`config.mk`:
```
export PLATFORM = sky130hd
export DESIGN_NAME = mesh_packet_route_filter_unit_flat
export DESIGN_NICKNAME = d
export VERILOG_FILES = /design/src/hw/rtl/mpr_pkg.sv /design/src/hw/rtl/mpr_if.sv /design/src/hw/rtl/mpr_route_table.sv /design/src/hw/rtl/mesh_packet_route_filter_unit.sv /design/src/flat_wrapper.sv
export SDC_FILE = /design/constraint.sdc
export NUM_CORES = 1
export LEC_CHECK = 0
export BUFFER_PORTS_ARGS = -buffer_cell sky130_fd_sc_hd__buf_2
export CAP_MARGIN = 5
export CORE_MARGIN = 1.5
export CORE_UTILIZATION = 50
export DETAILED_ROUTE_END_ITERATION = 10
export PLACE_DENSITY = 0.79
export SLEW_MARGIN = 15
export SYNTH_ARGS = -nofsm -noshare
export SYNTH_HDL_FRONTEND = slang
export SYNTH_SLANG_ARGS = --single-unit
```
`constraint.sdc`:
```
create_clock -name clk_i -period 3.9 [get_ports clk_i]
set_input_delay 0.78 -clock clk_i [delete_from_list [all_inputs] [get_ports clk_i]]
set_output_delay 0.78 -clock clk_i [all_outputs]
set_load 0.01 [all_outputs]
```
`src/hw/rtl/mpr_pkg.sv`:
```
// package: shared types and constants of the mesh packet route filter
`timescale 1ns / 1ps

package mpr_pkg;

  // default table size, one entry per node address
  localparam int unsigned NodesDflt   = 16;
  // header length in bytes; longer packets carry a payload
  localparam int unsigned HeaderBytes = 7;

  localparam int unsigned CfgIdxW  = 2;
  localparam int unsigned CfgDataW = 8;

  // configuration register indexes
  localparam logic [CfgIdxW-1:0] CFG_OWN_NODE  = 2'd0;
  localparam logic [CfgIdxW-1:0] CFG_RADIO_ON  = 2'd1;
  localparam logic [CfgIdxW-1:0] CFG_HOP_LIMIT = 2'd2;

  // configuration reset values
  localparam logic [3:0] OwnNodeRst  = 4'd1;
  localparam logic       RadioOnRst  = 1'b1;
  localparam logic [7:0] HopLimitRst = 8'd14;

  typedef struct packed {
    logic [7:0]  packet_length;
    logic [7:0]  origin_node;
    logic [7:0]  dest_node;
    logic [7:0]  prev_hop;
    logic [7:0]  want_hop;
    logic [7:0]  hop_count;
    logic [15:0] seq_number;
  } pkt_t;

  typedef struct packed {
    logic       accepted;
    logic       deliver;
    logic       forward;
    logic [3:0] out_prev_hop;
    logic [3:0] out_next_hop;
    logic [7:0] out_hop_count;
  } res_t;

  // one routing table entry
  typedef struct packed {
    logic [3:0]  gateway;
    logic [7:0]  hops;
    logic [15:0] seq;
  } route_t;

  // table update request from the filter
  typedef struct packed {
    logic       we;
    logic [7:0] origin;
    logic [7:0] prev;
    route_t     entry;
  } tbl_wr_t;

endpackage

```
`src/hw/rtl/mpr_if.sv`:
```
// interfaces: packet header, result and configuration channels
`timescale 1ns / 1ps

interface mpr_pkt_if;
  logic          valid;
  logic          ready;
  mpr_pkg::pkt_t data;
  modport source (output valid, output data, input ready);
  modport sink   (input valid, input data, output ready);
endinterface

interface mpr_res_if;
  logic          valid;
  logic          ready;
  mpr_pkg::res_t data;
  modport source (output valid, output data, input ready);
  modport sink   (input valid, input data, output ready);
endinterface

interface mpr_cfg_if;
  logic                          valid;
  logic                          ready;
  logic [mpr_pkg::CfgIdxW-1:0]   index;
  logic [mpr_pkg::CfgDataW-1:0]  data;
  modport source (output valid, output index, output data, input ready);
  modport sink   (input valid, input index, input data, output ready);
endinterface

```
`src/hw/rtl/mpr_route_table.sv`:
```
// routing table and neighbour bitmap, one entry per node, cleared at reset
`timescale 1ns / 1ps

module mpr_route_table #(
  parameter int unsigned Nodes = mpr_pkg::NodesDflt
) (
  input  logic             clk_i,
  input  logic             rst_ni,
  input  logic [7:0]       rd_node_i,
  output logic [15:0]      rd_seq_o,
  input  mpr_pkg::tbl_wr_t wr_i
);

  localparam int unsigned IdxW = (Nodes > 1) ? $clog2(Nodes) : 1;

  mpr_pkg::route_t route_q [Nodes];
  logic [Nodes-1:0] nbr_q;

  logic [IdxW-1:0] rd_idx;
  logic [IdxW-1:0] wr_idx;
  logic [IdxW-1:0] nbr_idx;

  assign rd_idx  = rd_node_i[IdxW-1:0];
  assign wr_idx  = wr_i.origin[IdxW-1:0];
  assign nbr_idx = wr_i.prev[IdxW-1:0];

  assign rd_seq_o = route_q[rd_idx].seq;

  always_ff @(posedge clk_i or negedge rst_ni) begin
    if (!rst_ni) begin
      for (int i = 0; i < Nodes; i++) begin
        route_q[i] <= '0;
      end
      nbr_q <= '0;
    end else if (wr_i.we) begin
      route_q[wr_idx] <= wr_i.entry;
      nbr_q[nbr_idx]  <= 1'b1;
    end
  end

  a_seq_stored: assert property (@(posedge clk_i) disable iff (!rst_ni)
    wr_i.we |=> route_q[$past(wr_idx)].seq == $past(wr_i.entry.seq))
    else $error("route sequence not stored");

  a_gw_stored: assert property (@(posedge clk_i) disable iff (!rst_ni)
    wr_i.we |=> (route_q[$past(wr_idx)].gateway == $past(wr_i.entry.gateway)) &&
                (route_q[$past(wr_idx)].hops == $past(wr_i.entry.hops)))
    else $error("route gateway or hops not stored");

  a_nbr_set: assert property (@(posedge clk_i) disable iff (!rst_ni)
    wr_i.we |=> nbr_q[$past(nbr_idx)])
    else $error("neighbour bit not set");

endmodule

```
`src/hw/rtl/mesh_packet_route_filter_unit.sv`:
```
// top level: mesh header filter with routing table update and forward rewrite
//
//   channel  dir  carries                         handshake
//   pkt_i    in   one received header             valid / ready
//   res_o    out  accept, deliver, forward, hdr   valid / ready
//   cfg_i    in   register index and data         valid / ready (always ready)
//
// one header per cycle sustained while res_o is ready; a request is registered
// in the input stage and then in the result stage, which drives res_o.
// the table read, freshness compare and table write happen in the same cycle, so a
// header sees every update made by the header before it.
// reset clears the table and bitmap at once; no clearing pass.
// a stalled res_o holds both stages; pkt_i stays ready while the input stage
// is empty or moving.
`timescale 1ns / 1ps

module mesh_packet_route_filter_unit #(
  parameter int unsigned Nodes = mpr_pkg::NodesDflt
) (
  input  logic clk_i,
  input  logic rst_ni,
  mpr_pkt_if.sink   pkt_i,
  mpr_res_if.source res_o,
  mpr_cfg_if.sink   cfg_i
);

  // configuration registers
  logic [3:0] own_node_q;
  logic       radio_on_q;
  logic [7:0] hop_limit_q;

  assign cfg_i.ready = 1'b1;

  always_ff @(posedge clk_i or negedge rst_ni) begin
    if (!rst_ni) begin
      own_node_q  <= mpr_pkg::OwnNodeRst;
      radio_on_q  <= mpr_pkg::RadioOnRst;
      hop_limit_q <= mpr_pkg::HopLimitRst;
    end else if (cfg_i.valid) begin
      unique case (cfg_i.index)
        mpr_pkg::CFG_OWN_NODE:  own_node_q  <= cfg_i.data[3:0];
        mpr_pkg::CFG_RADIO_ON:  radio_on_q  <= cfg_i.data[0];
        mpr_pkg::CFG_HOP_LIMIT: hop_limit_q <= cfg_i.data;
        default: ;
      endcase
    end
  end

  // input and result stages
  logic          pkt_vld_q;
  mpr_pkg::pkt_t pkt_q;
  logic          res_vld_q;
  mpr_pkg::res_t res_q;
  mpr_pkg::res_t res_d;
  logic          advance;

  assign advance     = !res_vld_q || res_o.ready;
  assign pkt_i.ready = !pkt_vld_q || advance;

  always_ff @(posedge clk_i or negedge rst_ni) begin
    if (!rst_ni) begin
      pkt_vld_q <= 1'b0;
      res_vld_q <= 1'b0;
    end else begin
      if (pkt_i.ready) begin
        pkt_vld_q <= pkt_i.valid;
      end
      if (advance) begin
        res_vld_q <= pkt_vld_q;
      end
    end
  end

  always_ff @(posedge clk_i) begin
    if (pkt_i.valid && pkt_i.ready) begin
      pkt_q <= pkt_i.data;
    end
    if (advance && pkt_vld_q) begin
      res_q <= res_d;
    end
  end

  assign res_o.valid = res_vld_q;
  assign res_o.data  = res_q;

  // header checks
  localparam logic [8:0] NodeLim = 9'(Nodes);
  localparam logic [7:0] HdrLen  = 8'(mpr_pkg::HeaderBytes);

  logic [7:0]  own8;
  logic        len_ok;
  logic        has_payload;
  logic        hdr_ok;
  logic        hdr_accept;
  logic        fresh;
  logic        dest_local;
  logic        do_deliver;
  logic        do_forward;
  logic [15:0] stored_seq;
  mpr_pkg::tbl_wr_t tbl_wr;

  assign own8        = {4'b0000, own_node_q};
  assign len_ok      = pkt_q.packet_length >= HdrLen;
  assign has_payload = pkt_q.packet_length > HdrLen;

  assign hdr_ok = (pkt_q.origin_node != own8) &&
                  (pkt_q.origin_node != 8'd0) &&
                  ({1'b0, pkt_q.origin_node} < NodeLim) &&
                  ({1'b0, pkt_q.dest_node} < NodeLim) &&
                  (pkt_q.origin_node != pkt_q.dest_node) &&
                  (pkt_q.prev_hop != 8'd0) &&
                  ({1'b0, pkt_q.prev_hop} < NodeLim) &&
                  ({1'b0, pkt_q.want_hop} < NodeLim) &&
                  (pkt_q.prev_hop != pkt_q.want_hop);

  assign hdr_accept = radio_on_q && len_ok && hdr_ok;

  // freshness against the sequence stored before this update
  assign fresh      = stored_seq <= pkt_q.seq_number;
  assign dest_local = (pkt_q.dest_node == own8) || (pkt_q.dest_node == 8'd0);
  assign do_deliver = hdr_accept && fresh && dest_local && has_payload;
  assign do_forward = hdr_accept && fresh && (pkt_q.dest_node != own8) &&
                      (pkt_q.hop_count < hop_limit_q);

  always_comb begin
    res_d               = '0;
    res_d.accepted      = hdr_accept;
    res_d.deliver       = do_deliver;
    res_d.forward       = do_forward;
    if (do_forward) begin
      res_d.out_prev_hop  = own_node_q;
      // gateway of the origin was just set to the last hop
      res_d.out_next_hop  = pkt_q.prev_hop[3:0];
      res_d.out_hop_count = pkt_q.hop_count + 8'd1;
    end
  end

  always_comb begin
    tbl_wr               = '0;
    tbl_wr.we            = pkt_vld_q && advance && hdr_accept;
    tbl_wr.origin        = pkt_q.origin_node;
    tbl_wr.prev          = pkt_q.prev_hop;
    tbl_wr.entry.gateway = pkt_q.prev_hop[3:0];
    tbl_wr.entry.hops    = pkt_q.hop_count;
    tbl_wr.entry.seq     = pkt_q.seq_number;
  end

  mpr_route_table #(
    .Nodes (Nodes)
  ) u_table (
    .clk_i     (clk_i),
    .rst_ni    (rst_ni),
    .rd_node_i (pkt_q.origin_node),
    .rd_seq_o  (stored_seq),
    .wr_i      (tbl_wr)
  );

  a_flags_need_accept: assert property (@(posedge clk_i) disable iff (!rst_ni)
    res_vld_q && (res_q.deliver || res_q.forward) |-> res_q.accepted)
    else $error("deliver or forward without accepted header");

  a_idle_fields_zero: assert property (@(posedge clk_i) disable iff (!rst_ni)
    res_vld_q && !res_q.forward |->
      (res_q.out_prev_hop == 4'd0) && (res_q.out_next_hop == 4'd0) &&
      (res_q.out_hop_count == 8'd0))
    else $error("rewritten header fields set without forward");

  a_stage_moves: assert property (@(posedge clk_i) disable iff (!rst_ni)
    pkt_vld_q && advance |=> res_vld_q)
    else $error("request lost between stages");

  a_write_only_on_move: assert property (@(posedge clk_i) disable iff (!rst_ni)
    tbl_wr.we |-> res_d.accepted && pkt_vld_q && advance)
    else $error("table written without a moving accepted header");

endmodule
```
`src/flat_wrapper.sv`:
```
// flat-port wrapper written by rule: the top's interface ports become plain ports
module mesh_packet_route_filter_unit_flat 
#(
  parameter int unsigned Nodes = mpr_pkg::NodesDflt
)
  (clk_i, rst_ni, pkt_i_valid, pkt_i_data, pkt_i_ready, res_o_valid, res_o_data, res_o_ready, cfg_i_valid, cfg_i_index, cfg_i_data, cfg_i_ready);
  mpr_pkt_if pkt_i_i ();
  mpr_res_if res_o_i ();
  mpr_cfg_if cfg_i_i ();
  input  logic clk_i;
  input  logic rst_ni;
  input wire logic [$bits(pkt_i_i.valid)-1:0] pkt_i_valid;
  input wire logic [$bits(pkt_i_i.data)-1:0] pkt_i_data;
  output wire logic [$bits(pkt_i_i.ready)-1:0] pkt_i_ready;
  output wire logic [$bits(res_o_i.valid)-1:0] res_o_valid;
  output wire logic [$bits(res_o_i.data)-1:0] res_o_data;
  input wire logic [$bits(res_o_i.ready)-1:0] res_o_ready;
  input wire logic [$bits(cfg_i_i.valid)-1:0] cfg_i_valid;
  input wire logic [$bits(cfg_i_i.index)-1:0] cfg_i_index;
  input wire logic [$bits(cfg_i_i.data)-1:0] cfg_i_data;
  output wire logic [$bits(cfg_i_i.ready)-1:0] cfg_i_ready;
  assign pkt_i_i.valid = pkt_i_valid;
  assign pkt_i_i.data = pkt_i_data;
  assign pkt_i_ready = pkt_i_i.ready;
  assign res_o_valid = res_o_i.valid;
  assign res_o_data = res_o_i.data;
  assign res_o_i.ready = res_o_ready;
  assign cfg_i_i.valid = cfg_i_valid;
  assign cfg_i_i.index = cfg_i_index;
  assign cfg_i_i.data = cfg_i_data;
  assign cfg_i_ready = cfg_i_i.ready;
  mesh_packet_route_filter_unit #(.Nodes(Nodes)) u_core (.clk_i(clk_i), .rst_ni(rst_ni), .pkt_i(pkt_i_i), .res_o(res_o_i), .cfg_i(cfg_i_i));
endmodule
```
=== Word-level counts from Yosys, hierarchy flattened ===
Index checks and enable logic that the tools add are counted.

* Register bits after elaboration: 546
* Latch bits: 0
* Memory bits (writable): 0
* ROM bits: 0
* Output and inout port bits: 22
* Word-level logic and storage cells: 122
* Memories kept: 0

* $add $sub $neg: 1
* Multiply operators: 0
* Divide/modulo/power cells: 0
* Magnitude comparators: 10
* Eq/ne operators: 7
* Shifts and indexed selects: 0
* Muxes and demuxes: 6
* Bitwise operators: 1
* Reductions and logical operators: 31

{| class="wikitable"
|+ Operators by type and width
! kind !! number
|-
| 448-bit bitwise mux || 1
|-
| 28-bit binary-select mux with 4-bit select || 1
|-
| 28-bit demux with 4-bit select || 1
|-
| 8-bit by 5-bit less-than comparator with 1-bit output, second input constant || 4
|-
| 16-bit 2-to-1 mux || 2
|-
| 28-bit 2-to-1 mux || 1
|-
| 1-bit logical AND || 19
|-
| 16-bit <= comparator || 1
|-
| 8-bit by 4-bit inequality test with 1-bit output || 2
|-
| 8-bit inequality test || 2
|-
| 8-bit nonzero test || 2
|-
| 8-bit by 1-bit adder with 8-bit output, second input constant || 1
|-
| 8-bit by 4-bit equality test with 1-bit output || 1
|-
| 8-bit by 3-bit greater-or-equal comparator with 1-bit output, second input constant || 1
|-
| 8-bit by 3-bit greater-than comparator with 1-bit output, second input constant || 1
|-
| 8-bit zero test || 1
|-
| 8-bit less-than comparator || 1
|-
| 2-bit AND reduction || 3
|-
| 5-bit greater-or-equal comparator, second input constant || 1
|-
| 5-bit by 1-bit less-than comparator with 1-bit output, second input constant || 1
|-
| 4-bit NOT with 5-bit output || 1
|-
| 1-bit logical OR || 3
|-
| 2-bit by 1-bit equality test with 1-bit output, second input constant || 1
|-
| 2-bit equality test, second input constant || 1
|-
| 2 further kinds || 3
|}

=== Logic depth before layout (Yosys ltp) ===
* Word-level depth: 13
* Mapped depth: 13
* Mapped depth without buffers: 10

=== Hierarchy ===
From an unflattened synthesis, not the netlist that was laid out.

* Cell total of the unflattened synthesis: 1015
* Area, all modules: 15864.0 sq um

{| class="wikitable"
|+ By module, submodules not included
! module !! times used !! cells each !! area an instance (sq um) !! seq. area each (sq um)
|-
| mpr_route_table || 1 || 710 || 11557.3 || 6406.1
|-
| mesh_packet_route_filter_unit || 1 || 305 || 4306.6 || 2874.0
|}

=== Least setup slack after synthesis ===
Ideal clock, no wire load.

* Path type: reg2reg
* From: reg u_core.pkt_q[48] in the netlist's numbering
* To: reg u_core.res_q, in the netlist u_core.res_o.data[10] (data pin)
* Setup time: 0.255 ns
* Data arrival time: 3.985 ns
* Path slack: -0.341 ns
* Cell stages (with the launch flop): 14
* Path buffers: 4
* Clock period less this slack: 4.241 ns
* Path through: edfxtp_1 -> buf_2 -> buf_1 -> buf_2 -> mux4_2 -> mux4_2 -> ha_1 -> nand4_1 -> or4_1 -> a21oi_1 -> a21oi_1 -> a21o_1 -> clkbuf_1 -> and3_1

* Cells in the longest elaborated chain, start to end: 13
* Elaborated cells on any way between the ends: 21

{| class="wikitable"
|+ Ends and longest elaborated chain
! item !! line !! RTL
|-
| start, declared || mesh_packet_route_filter_unit.sv:51 || <nowiki>mpr_pkg::pkt_t pkt_q;</nowiki>
|-
| start signal, assigned || mesh_packet_route_filter_unit.sv:76 || <nowiki>pkt_q <= pkt_i.data;</nowiki>
|-
| branches (longest 10 deep; another with 16-bit <= comparator) || n/a ||
|-
| 1-bit logical AND * (3 in a row) || mesh_packet_route_filter_unit.sv:122 || <nowiki>assign do_forward = hdr_accept && fresh && (pkt_q.dest_node != own8) &&</nowiki>
|-
| end signal, assigned || mesh_packet_route_filter_unit.sv:79 || <nowiki>res_q <= res_d;</nowiki>
|-
| end, declared || mesh_packet_route_filter_unit.sv:53 || <nowiki>mpr_pkg::res_t res_q;</nowiki>
|}

Mark *: on every way between the ends. The select of a mux whose other input is x is not followed.
A chain may end at the register's enable or synchronous reset.

=== Final worst setup path ===
* From: reg u_core.pkt_q[48] in the netlist's numbering
* To: reg u_core.res_q, in the netlist u_core.res_o.data[0] (data pin)

Same word-level chain as after synthesis.

==> run metrics <==
DIE WIDTH=around 180 µm; Final Hold Fails=0; FF-to-FF setup slack=140 ps; reg2reg start=u_core.pkt_q[48]$_DFFE_PP_; synthesis-to-layout area growth=14.2%; initial DRC count=just over 500; Worst Setup SP=u_core.pkt_q[48]$_DFFE_PP_; Worst VDD drop=359 µV; first-pass GRT wire length=between 50,000 and 60,000 µm; maxcap violations=0; core area=around 32,000 µm²; Pwr Total=roughly 8000 µW; Non-Filler Instances=between 1,000 and 1,500; CTS max path bufs=3; share of cells above drive strength 1=a little under half; slew at the pin closest to its max-slew limit=around 810 ps; GRT Total Usage=around a fifth; Clock Sinks=roughly 350; Worst slew margin=about 46%; antenna diode count=0; reg2reg end=u_core.res_o.data[0]$_SDFFCE_PN0P_; CP Launch Type=flip-flop; register area share after synthesis=57.6%; clock-pin slew on the worst setup and hold paths=60 ps; Worst-Skew Late Latency=about 520 ps; chip height=between 150 and 200 µm; Fin Clk Skew=~20 ps; total gr overflow=0; setup slack at placement=between 8 and 9 ps; CP arrival=slightly above 4000 ps; number of vias per cell=~5.8; library cells used by synthesis=between 40 and 50; Num CTS Buffers=36; post-route ant nets=0; # rows=65; drc violations=0; die area=33,300 µm²; Finish-stage setup viols=0; # IOs=between 100 and 150; Post-Route WL=33,000 µm; nets=~1,200; Top FF cell, synth=dfrtp_1; number of synthesized flops with an enable pin=a little over 80; status=finished clean; Crit Path Class=flip-flop to flip-flop; Mean Syn Cell Area=between 15 and 20 µm²; HP Class=input pin to async pin; pwr dens=436 nW/µm²; Net Count, Synth=approximately 1,100; TritonCTS clock tree=built; DR pass1 iterations=4; GP Congestion=between 0.7 and 0.8; Max FO, Critical Path=9; Leakage=just under 0.009 µW; via count=around 8,600; CTS H-Tree Depth=2; data required time of the critical path=~4200 ps; Initial Utilization=roughly 51%; vias in the first global route=around 9,000; commonest cells after routing, fill and taps aside=266 x dfrtp_1, 153 x mux2_2, 98 x buf_2; Yosys reg bits=approximately 350; Ys Warns=0; final worst slack=136 ps; Mapped Area=~16,000 µm²; max-slew violations=0; crit end category=flip-flop; largest net degree at the start of global routing=between 90 and 100; Async SR Flop Fraction=between 70% and 80%; Post-DP Area=approximately 17,000 µm²; Final min period=approximately 3800 ps; hold-fix buffers at CTS=0; Final period util=a little under 100%; Max Fclk=between 0.2 and 0.3 GHz; Mapped Cells=approximately 960; Worst Reg-to-Reg Cells=11; Setup crit end=u_core.res_o.data[0]$_SDFFCE_PN0P_; initial antenna violation count=0; Port Buffers=99; average wire per standard cell=around 22 µm; Root Buffer=clkbuf_16; hpwl dp=20,400 µm; Post-Place Cells=between 1,000 and 1,500; most common cell after layout, fill and taps aside=dfrtp_1; setup_tns=0 ps; Final Cell Area=around 18,000 µm²
==> through the flow <==
| step | hold slack [ps] | util [%] |
|---|---|---|
| 2_1_floorplan | 425 | - |
| 3_3_place_gp | 360 | 54.0 |
| 3_5_place_dp | 363 | 54.0 |
| 4_1_cts | 334 | 58.0 |
| 5_1_grt | 379 | 58.2 |
| 6_report | 310 | 58.2 |
==> how the worst min path moves through the flow <==
stage,start,endpoint
5_1_grt,rst_ni,u_core.u_table.route_q[174]$_DFFE_PN0P_
6_report,rst_ni,u_core.u_table.route_q[258]$_DFFE_PN0P_
3_5_place_dp,u_core.u_table.route_q[434]$_DFFE_PN0P_,u_core.u_table.route_q[434]$_DFFE_PN0P_
3_3_place_gp,u_core.u_table.route_q[435]$_DFFE_PN0P_,u_core.u_table.route_q[435]$_DFFE_PN0P_
2_1_floorplan,u_core.u_table.route_q[420]$_DFFE_PN0P_,u_core.u_table.route_q[420]$_DFFE_PN0P_
4_1_cts,rst_ni,u_core.u_table.route_q[398]$_DFFE_PN0P_
==> cells in the mapped netlist, drive strengths merged (7+ instances only) <==
master	number	share of area, %
xnor2	26	1.4
and3	19	0.74
ha	24	1.9
nand4	12	0.56
buf	35	1.6
nor2	10	0.23
inv	24	0.56
a21oi	9	0.28
edfxtp	83	15
mux4	80	11
nor2b	7	0.27
nand3	13	1.1
dfrtp	266	41
clkbuf	41	0.95
mux2	253	19
==> cells by family (layout without fill, tap and decap cells) <==
group	count (synthesis)	in the layout	share of synthesized area, %
DFF	354	354	57.6
muxes	333	333	30.2
buffers and inverters	100	222	3.12
and+or+nand+nor	98	98	4.63
xor gates and xnor gates	30	30	1.63
adders and majority gates	24	24	1.86
AOI/OAI and AO/OA	22	23	0.916
other	1	1	0.0233
==> report_power, final <==
part | internal (µW) | leakage, µW | switching (µW) | total, µW
Clock | 2190 | 0.000605 | 1410 | 3590
Sequential | 3900 | 0.00455 | 91.2 | 3990
Combinational | 190 | 0.00355 | 247 | 437
Total | 6270 | 0.00871 | 1750 | 8020
==> critical path: stages, from the launching register on <==
cell	delay, ps
edfxtp_1	460
buf_4	180
clkbuf_16	170
mux4_2	500
mux4_2	460
ha_1	320
nand4_1	120
or4_4	570
a21oi_1	180
a21oi_2	90
a21o_1	270
and3b_1	190
==> cell type report <==
cell class,instances,area [µm²]
timing repair buffer,132,925
fill,2295,13200
inverter,24,90.1
clock buffer,51,1030
sequential,354,9280
clock inverter,15,213
tap,402,503
multi-input combinational,509,6360
==> state kept, by name, summed over array words and instances (netlist names) <==
register / count
u_core.hop_limit_q: 8
u_core.own_node_q: 4
u_core.pkt_q: 64
u_core.pkt_vld_q: 1
u_core.radio_on_q: 1
u_core.res_o.data: 19
u_core.res_o.valid: 1
u_core.u_table.route_q: 256
==> repair_timing <==
action / in CTS / in global routing
gates resized for setup: 0 / 5
setup buffers: 0 / 1
endpoints found under the hold margin: 0 / 0
endpoints found under the setup margin: 0 / 18
==> routing by layer <==
layer | track usage, % | share of wire [%] | up-vias
li1 | - | - | 3796
met1 | 27.9 | 42 | 4480
met2 | 34.0 | 49 | 234
met3 | 3.07 | 5.4 | 62
met4 | 6.98 | 2.7 | 0
met5 | 0 | 0 | -
(Power assumes the default switching activity.)
